## src/rtl/core/fdes_ram.sv

```systemverilog
// ----------------------------------------------------------------------------
// fdes_ram
// generic single-port-write ram with registered read
// ----------------------------------------------------------------------------
module fdes_ram #(
  parameter int unsigned Width = 8,
  parameter int unsigned Depth = 2,
  localparam int unsigned AddrW = (Depth > 1) ? $clog2(Depth) : 1
) (
  input  logic             clk_i,
  input  logic             we_i,
  input  logic [AddrW-1:0] waddr_i,
  input  logic [Width-1:0] wdata_i,
  input  logic [AddrW-1:0] raddr_i,
  output logic [Width-1:0] rdata_o
);

  logic [Width-1:0] mem [Depth];

  always_ff @(posedge clk_i) begin
    if (we_i) begin
      mem[waddr_i] <= wdata_i;
    end
    rdata_o <= mem[raddr_i];
  end

endmodule

```

## config.mk

```make
export PLATFORM = sky130hd
export DESIGN_NAME = fdes_ram
export DESIGN_NICKNAME = d
export VERILOG_FILES = /design/src/rtl/core/fdes_ram.sv
export SDC_FILE = /design/constraint.sdc
export NUM_CORES = 1
export LEC_CHECK = 0
export BUFFER_PORTS_ARGS = -buffer_cell sky130_fd_sc_hd__buf_2
export CAP_MARGIN = 40
export CORE_MARGIN = 2
export CORE_UTILIZATION = 48
export DETAILED_ROUTE_END_ITERATION = 6
export PLACE_DENSITY = 0.84
export SYNTH_ARGS = -nofsm -noshare
export SYNTH_HDL_FRONTEND = slang
export SYNTH_SLANG_ARGS = --single-unit
export TNS_END_PERCENT = 30
```

## constraint.sdc

```tcl
create_clock -name clk_i -period 1 [get_ports clk_i]
set_input_delay 0.1 -clock clk_i [delete_from_list [all_inputs] [get_ports clk_i]]
set_output_delay 0.1 -clock clk_i [all_outputs]
set_load 0.1 [all_outputs]
```

* After elaboration in Yosys (flattened, before gate mapping)
Memory sizes are Yosys's and may differ from the RTL's. A register that Yosys moved wholly into a read port is not among the register bits. Cells that the tools add are included.
Storage, ports and cells: register bits after elaboration 0, bits in writable memories 16, bits of input ports 12, output and inout bits 8, word-level logic and storage cells 3, memories 1
Operators by class: multiplexer cells 2
Memories:
- mem | words 2, bits a word 8, rd ports 1, clocked after Yosys merged registers in 1, wr ports 1, line 18 | logic [Width-1:0] mem [Depth];
Operators by type and width (number):
- 1-bit two-way mux | 2

* Depth between registers and ports, before layout
Gate-level depths: netlist of run 1.
depth after elaboration 2, mapped depth 2, mapped depth without buffers 1

* Least setup slack after synthesis of run 1
Ideal clock, no wire load.
kind reg2out, start point reg rdata_o[0], read port of mem, end point out rdata_o[0], arrival time 0.909 ns, data required time 0.900 ns, setup slack -0.009 ns, cell stages (with the launch flop) 1, path buffers 0, cell sequence dfxtp_1
RTL lines:
- start: declaration | line 15 | output logic [Width-1:0] rdata_o
No word-level cell between the ends.

* Worst setup path after layout of run 1
start point reg rdata_o[6], read port of mem, end point out rdata_o[6]
No word-level cell between the ends.

==> results of run 1 <==
[registers in the layout (all words and copies together) (netlist names)]
| name | count |
|---|---|
| mem | 16 |
| rdata_o | 8 |
[synth_stat cells (all sizes together)]
cell type  instances  area (um2)
buf                1        11.3
mux2               8         120
dfxtp              8         160
edfxtp            16         480
and2               1        6.26
nor2b              1        6.26
[through the flow]
stage | worst slack, ns | setup TNS, ns
after global routing | 0.000214 | 0
after CTS | 0.0139 | 0
final | 0.0462 | 0
after global placement | 0.161 | 0
after detailed placement | 0.119 | 0
after floorplan | -0.00898 | -0.0539
[cell type report]
class / count / area, um2 / area share
Clock buffer: 3 / 22.5 / 0.0195
Clock inverter: 1 / 30.0 / 0.0260
Multi-Input combinational cell: 10 / 133 / 0.115
Sequential cell: 24 / 647 / 0.560
Tap cell: 16 / 20.0 / 0.0173
Timing Repair Buffer: 28 / 303 / 0.262
[routing by layer]
| layer | up-vias | routed length [um] | share of wire | track usage |
|---|---|---|---|---|
| met5 | - | 0 | 0 | 0 |
| met3 | 2 | 48 | 0.050 | 0.0286 |
| li1 | 192 | - | - | - |
| met4 | 0 | 9 | 0.0093 | 0.0545 |
| met1 | 180 | 397 | 0.41 | 0.125 |
| met2 | 16 | 512 | 0.53 | 0.212 |
[cells by family (layout without fill, tap and decap cells)]
family	after synthesis	count (layout)
flops	24	24
mux	8	8
simple gates	2	2
buf+inv	1	32
[path summary, 6_finish.rpt]
kind                              to
setup / recovery          rdata_o[6]
hold / removal    rdata_o[5]$_DFF_P_
setup reg to reg  rdata_o[4]$_DFF_P_
hold reg to reg   rdata_o[3]$_DFF_P_
[where the power goes]
part           internal, mW  switching [mW]
clock network         0.405           0.267
logic                 0.195           0.268
registers              1.14          0.0354
total                  1.74           0.570
[what timing repair did]
| item | 4_1_cts | 5_1_grt |
|---|---|---|
| buffers inserted | 0 | 0 |
| gates resized for setup | 0 | 3 |
| hold buffers | 8 | 0 |
| endpoints found under the hold margin | 16 | 0 |
| endpoints found under the setup margin | 0 | 3 |
==> impl_metrics.toml, run 1 <==
[run_status]
status = "finished, final reports clean"

[floorplanning]
dieArea_um2 = 1970
dieHeight_um = 44.4
ios = 20
die_width_um = 44.4
core.rowCount = 14
core_um2 = 1520
start_util = 0.515

[logic_synthesis]
synth_top_family_by_area = "multiplexers"
syn_inst = 35
ys_warn_count = 0
yosysSeqAreaShare = 0.817
synth-xor-area-share = 0
yosys-mux-area-fraction = 0.153
avgSynthCellArea_um2 = 22.4
syn_nets = 47
synth_simple_gate_area_frac = 0.0159
ys_ff_latch = 24
synthAdderAreaFrac = 0
synth-compound-area-share = 0
post_synth_num_cell_types = 6
syn_area_um2 = 785

[detailed_routing]
drc = 0
routed_wl_um = 967
ant_nets = 0
drt_iter0_drc = 4
avgViaCountPerCell = 4.76
num_vias = 390
wl_per_cell_um = 11.8
drt_pass1_iterations = 3

[layout]
finalCoreUtilization = 0.758
final_cell_mix = "edfxtp_1, buf_2, mux2_4, dlygate4sd3_1, buf_12"
drive_gt1_frac = 0.561
fin_cells = 82
area_growth_pct = 47.2
nNetsFinal = 79
fillCellCount = 85
layout_commonest_cell = "edfxtp_1"
fin_area_um2 = 1150
diodes = 0

[cts]
cts_buffers = 3
clk_latency_ns = 0.30
root_buffer = "clkbuf_4"
h-tree-depth = 1
clk_path_buf_depth = 2
cts_tree = "yes"
clkSinkCount = 24
clk_pin_slew_ns = 0.13

[timing]
whs_ns = 0.215
fin_worst_skew_ns = 0.00542
hold_viol_final = 0
relSlewSlack = 0.771
max_freq_ghz = 1.05
period_minus_slack_ns = 0.954
rsz0062_at_grt = "false"
finalMaxSlewViolations = 0
setup-violations-final = 0
fin_crit_sh = 0.954
worst_pin_slew_ns = 0.344

[global_route]
overflow = 0
grt_max_degree = 15
track_usage = 0.116
grt_pass1_wl_um = 1600
grt_pass1_vias = 401
antenna_found_initial = 0

[worst_setup_path]
end_kind = "primary output"
path_cells = "buf_12"
cp_num_cells = 1
critPathLaunchType = "register"
rrSetupSlack_ns = 0.23
slowest_delay_ns = 0.38
crit_fanout = 1
worstPathArrival_ns = 0.85
worstSetupStartpoint = "rdata_o[6]$_DFF_P_"
slowest_stage = "dfxtp_1"
r2r_cells = 1
path_delay_family = "flip-flops"
worstPathRequired_ns = 0.90
r2r-start = "mem[0][4]$_DFFE_PP_"
cp.buffers_inverters = 1
crit_type = "reg -> out"

[worst_hold_path]
hold_depth = 2
hold_class = "in -> reg"
hp-start = "raddr_i"

[pwr]
power_mw = 2.31
p_leak_nw = 0.473
power.density_nw_per_um2 = 2000
vdd_drop_max_mv = 1.33

[placed_design]
dp_cells = 70
io_buffers = 19
gp_congestion = 0.606
placed_cell_area_um2 = 1020

[run]
maxCapViolCount = 0
Power figures use the tool's default switching activity.
==> run 2, diff against run 1 <==
--- a/config.mk
+++ b/config.mk
@@ -8,9 +8,10 @@
 export BUFFER_PORTS_ARGS = -buffer_cell sky130_fd_sc_hd__buf_2
 export CAP_MARGIN = 40
 export CORE_MARGIN = 2
-export CORE_UTILIZATION = 48
+export CORE_UTILIZATION = 52
+export CTS_BUF_LIST = sky130_fd_sc_hd__clkbuf_8
 export DETAILED_ROUTE_END_ITERATION = 6
-export PLACE_DENSITY = 0.84
+export PLACE_DENSITY = 0.89
 export SYNTH_ARGS = -nofsm -noshare
 export SYNTH_HDL_FRONTEND = slang
 export SYNTH_SLANG_ARGS = --single-unit
==> impl_metrics.toml, run 2 (synthesis results as in run 1) <==
[timing]
hold_viol_final = 0
setup-violations-final = 0
fin_crit_sh = 0.897
relSlewSlack = 0.759
worst_pin_slew_ns = 0.362
rsz0062_at_grt = "false"
finalMaxSlewViolations = 0
fin_worst_skew_ns = 0.000993
max_freq_ghz = 1.12
setup_ws_ns = 0.103
period_minus_slack_ns = 0.897

[layout]
area_growth_pct = 35.1
largest_reg_flops = 16
nNetsFinal = 71
biggestRegsByFlops = "mem: 16 flops, rdata_o: 8 flops"
layout_commonest_cell = "edfxtp_1"
diodes = 0
drive_gt1_frac = 0.579
final_cell_mix = "edfxtp_1, buf_2, mux2_4, buf_12, dfxtp_1"
largest_register = "mem"

[worst_setup_path]
critPathLaunchType = "register"
end_kind = "primary output"
slowest_stage = "dfxtp_1"
slowest_delay_ns = 0.36
cp.buffers_inverters = 1
worstPathRequired_ns = 0.90
worstPathArrival_ns = 0.80
path_delay_family = "flip-flops"
path_cells = "buf_12"
crit_fanout = 1
crit_type = "reg -> out"

[cts]
clk_path_buf_depth = 2
root_buffer = "clkbuf_8"
cts_tree = "yes"
postCtsHoldBufs = 0
h-tree-depth = 1
cts_buffers = 3
clk_pin_slew_ns = 0.07
clkSinkCount = 24
cts_resized = 0
cts_setup_buffers = 0
clk_latency_ns = 0.25

[worst_hold_path]
hold_class = "in -> reg"

[placed_design]
gp_congestion = 0.610
io_buffers = 19
post-place-ws_ns = 0.113

[global_route]
grt_max_degree = 13
grt_pass1_wl_um = 1400
track_usage = 0.107
grt_pass1_vias = 324
antenna_found_initial = 0
overflow = 0

[detailed_routing]
drc = 0
ant_nets = 0
routed_wl_um = 939
num_vias = 363
wl_per_cell_um = 12.9
avgViaCountPerCell = 4.97
drt_iter0_drc = 11
drt_pass1_iterations = 2

[floorplanning]
core.rowCount = 14
dieArea_um2 = 1840
core_um2 = 1450
die_width_um = 42.8
dieHeight_um = 42.8
start_util = 0.540
ios = 20

[pwr]
sw_frac_of_total = 0.261
p_int_mw = 1.58
comb_power_share = 0.205
seq_power_share = 0.549
power_mw = 2.14
vdd_drop_max_mv = 1.13
power.density_nw_per_um2 = 2020
p_sw_mw = 0.557
clockPowerShare = 0.246
p_leak_nw = 0.433

[run_status]
status = "finished, final reports clean"

[run]
maxCapViolCount = 0
-- run 2: cell types whose count changed in the layout (fill, tap and decap cells not counted), sizes merged --
cell / previous run / this run
dlygate4sd3: 8 / 0
bufinv: 1 / 0
-- run 2: stage by stage --
| stage | utilization | setup TNS (ns) | area [um2] | std cells | hold slack (ns) |
|---|---|---|---|---|---|
| global placement | 0.701 | 0 | 1020 | 70 | 0.290 |
| finish | 0.729 | 0 | 1060 | 73 | 0.0323 |
| global route | 0.729 | 0 | 1060 | 73 | 0.0235 |
| detailed placement | 0.701 | 0 | 1020 | 70 | 0.292 |
| floorplan | - | -0.0539 | 787 | 35 | 0.199 |
| CTS | 0.729 | 0 | 1060 | 73 | 0.0283 |
-- run 2: cell type report --
cell class / instances / area, um2
clock buffers: 3 / 41.3
multi-input cells: 10 / 133
well taps: 16 / 20.0
flip-flops and latches: 24 / 643
repair buffers: 20 / 223
fillers: 82 / 394
-- run 2: worst paths after layout --
kind / cells past startpoint / startpoint / to / slack [ns]
worst min-delay path: 1 / wdata_i[7] / mem[1][7]$_DFFE_PP_ / 0.03
worst max register to register: 1 / mem[1][6]$_DFFE_PP_ / rdata_o[6]$_DFF_P_ / 0.25
worst max-delay path: 1 / rdata_o[3]$_DFF_P_ / rdata_o[3] / 0.10
worst min register to register: 1 / mem[0][7]$_DFFE_PP_ / rdata_o[7]$_DFF_P_ / 0.48
-- run 2: routing by layer --
metal  routed length, um  vias up  global-route usage
met2                 474       16               0.179
met1                 409      172               0.128
met4                   0        0              0.0375
met3                  55        0              0.0383
li1                    -      175                   -
met5                   0        -                   0
-- run 2: power groups by stage --
stage | Sequential [mW] | Clock, mW | Combinational, mW
after floorplan | 1.40 | 0 | 0.0683
after global placement | 1.19 | 0 | 0.436
after detailed placement | 1.20 | 0 | 0.441
after CTS | 1.18 | 0.538 | 0.442
after global routing | 1.18 | 0.577 | 0.449
final | 1.17 | 0.525 | 0.439
==> run 3, diff against run 2 <==
--- a/config.mk
+++ b/config.mk
@@ -9,8 +9,9 @@
 export CAP_MARGIN = 40
 export CORE_MARGIN = 2
 export CORE_UTILIZATION = 52
-export CTS_BUF_LIST = sky130_fd_sc_hd__clkbuf_8
+export CTS_BUF_LIST = sky130_fd_sc_hd__clkbuf_4 sky130_fd_sc_hd__clkbuf_8
 export DETAILED_ROUTE_END_ITERATION = 6
+export MAX_ROUTING_LAYER = met4
 export PLACE_DENSITY = 0.89
 export SYNTH_ARGS = -nofsm -noshare
 export SYNTH_HDL_FRONTEND = slang
==> impl_metrics.toml, run 3 (synthesis results as in run 1) <==
[pwr]
p_leak_nw = 0.459
vdd_drop_max_mv = 1.23
power.density_nw_per_um2 = 1800

[layout]
nNetsFinal = 79
diodes = 0
largest_reg_flops = 16
largest_register = "mem"
biggestRegsByFlops = "mem: 16 flops, rdata_o: 8 flops"
drive_gt1_frac = 0.508
area_growth_pct = 42.9
final_cell_mix = "edfxtp_1, buf_2, mux2_4, dlygate4sd3_1, buf_12"
finalCoreUtilization = 0.771
layout_commonest_cell = "edfxtp_1"

[floorplanning]
core_um2 = 1450
start_util = 0.540
die_width_um = 42.8
core.rowCount = 14
dieHeight_um = 42.8
dieArea_um2 = 1840
ios = 20

[worst_setup_path]
worstPathRequired_ns = 0.90
worstPathArrival_ns = 0.86
slowest_delay_ns = 0.38
critPathLaunchType = "register"
crit_fanout = 1
cp.buffers_inverters = 1
path_cells = "buf_12"
path_delay_family = "flip-flops"
worstSetupStartpoint = "rdata_o[3]$_DFF_P_"
slowest_stage = "dfxtp_1"
crit_type = "reg -> out"
r2r-start = "mem[0][3]$_DFFE_PP_"
end_kind = "primary output"

[detailed_routing]
wl_per_cell_um = 12.6
drt_pass1_iterations = 2
ant_nets = 0
avgViaCountPerCell = 4.80
routed_wl_um = 1020
num_vias = 389
drt_iter0_drc = 13
drc = 0

[cts]
clkSinkCount = 24
cts_resized = 0
clk_pin_slew_ns = 0.11
cts_buffers = 3
clk_latency_ns = 0.29
root_buffer = "clkbuf_4"
cts_tree = "yes"
clk_path_buf_depth = 2
h-tree-depth = 1

[worst_hold_path]
hp-start = "raddr_i"
hold_class = "in -> reg"

[timing]
finalSetupTns_ns = 0
hold_viol_final = 0
worst_pin_slew_ns = 0.368
fin_crit_sh = 0.957
setup-violations-final = 0
whs_ns = 0.229
fin_worst_skew_ns = 0.000958
period_minus_slack_ns = 0.957
finalMaxSlewViolations = 0
rsz0062_at_grt = "false"
relSlewSlack = 0.755
max_freq_ghz = 1.05

[global_route]
top_usage_layer = "met2"
grt_max_degree = 13
grt_util_met2 = 0.194
grt_pass1_wl_um = 1560
use_met1 = 0.160
overflow = 0
track_usage = 0.123
grt_pass1_vias = 342
grtUsageMet3 = 0.0255
antenna_found_initial = 0

[run]
maxCapViolCount = 0

[placed_design]
gp_congestion = 0.615
io_buffers = 19

[run_status]
status = "finished, final reports clean"
[run 3: routing by layer]
layer,vias up,share of wire
li1,193,-
met1,182,0.44
met2,14,0.51
met3,0,0.045
met4,0,0
met5,-,0
[run 3: timing repair]
item	in CTS	in global routing
buffers inserted	0	0
hold endpoints to repair	16	0
hold buffers	8	0
[run 3: cell type report]
type / instances / area, um2
clock buffer: 3 / 22.5
fill: 74 / 333
multi-input combinational: 10 / 133
sequential: 24 / 643
tap: 16 / 20.0
timing repair buffer: 28 / 303
[run 3: final timing paths]
check             cells after the start            endpoint  slack, ns
hold reg to reg                       1  rdata_o[6]$_DFF_P_       0.49
setup / recovery                      1          rdata_o[3]       0.04
hold / removal                        2  rdata_o[4]$_DFF_P_       0.23
setup reg to reg                      1  rdata_o[3]$_DFF_P_       0.25
[run 3: power by group]
| group | internal, mW | total [mW] | switching (mW) |
|---|---|---|---|
| Clock | 0.140 | 0.387 | 0.247 |
| Sequential | 1.14 | 1.17 | 0.0346 |
| Combinational | 0.194 | 0.464 | 0.269 |
| Total | 1.47 | 2.02 | 0.551 |
[run 3: metrics by stage]
stage / cells / setup WS [ns] / area [um2] / power [mW]
floorplan: 35 / -0.00898 / 787 / 1.46
CTS: 81 / 0.0331 / 1120 / 2.03
detailed placement: 70 / 0.113 / 1020 / 1.64
global route: 81 / 0.00729 / 1120 / 2.09
global placement: 70 / 0.181 / 1020 / 1.63
finish: 81 / 0.0434 / 1120 / 2.02
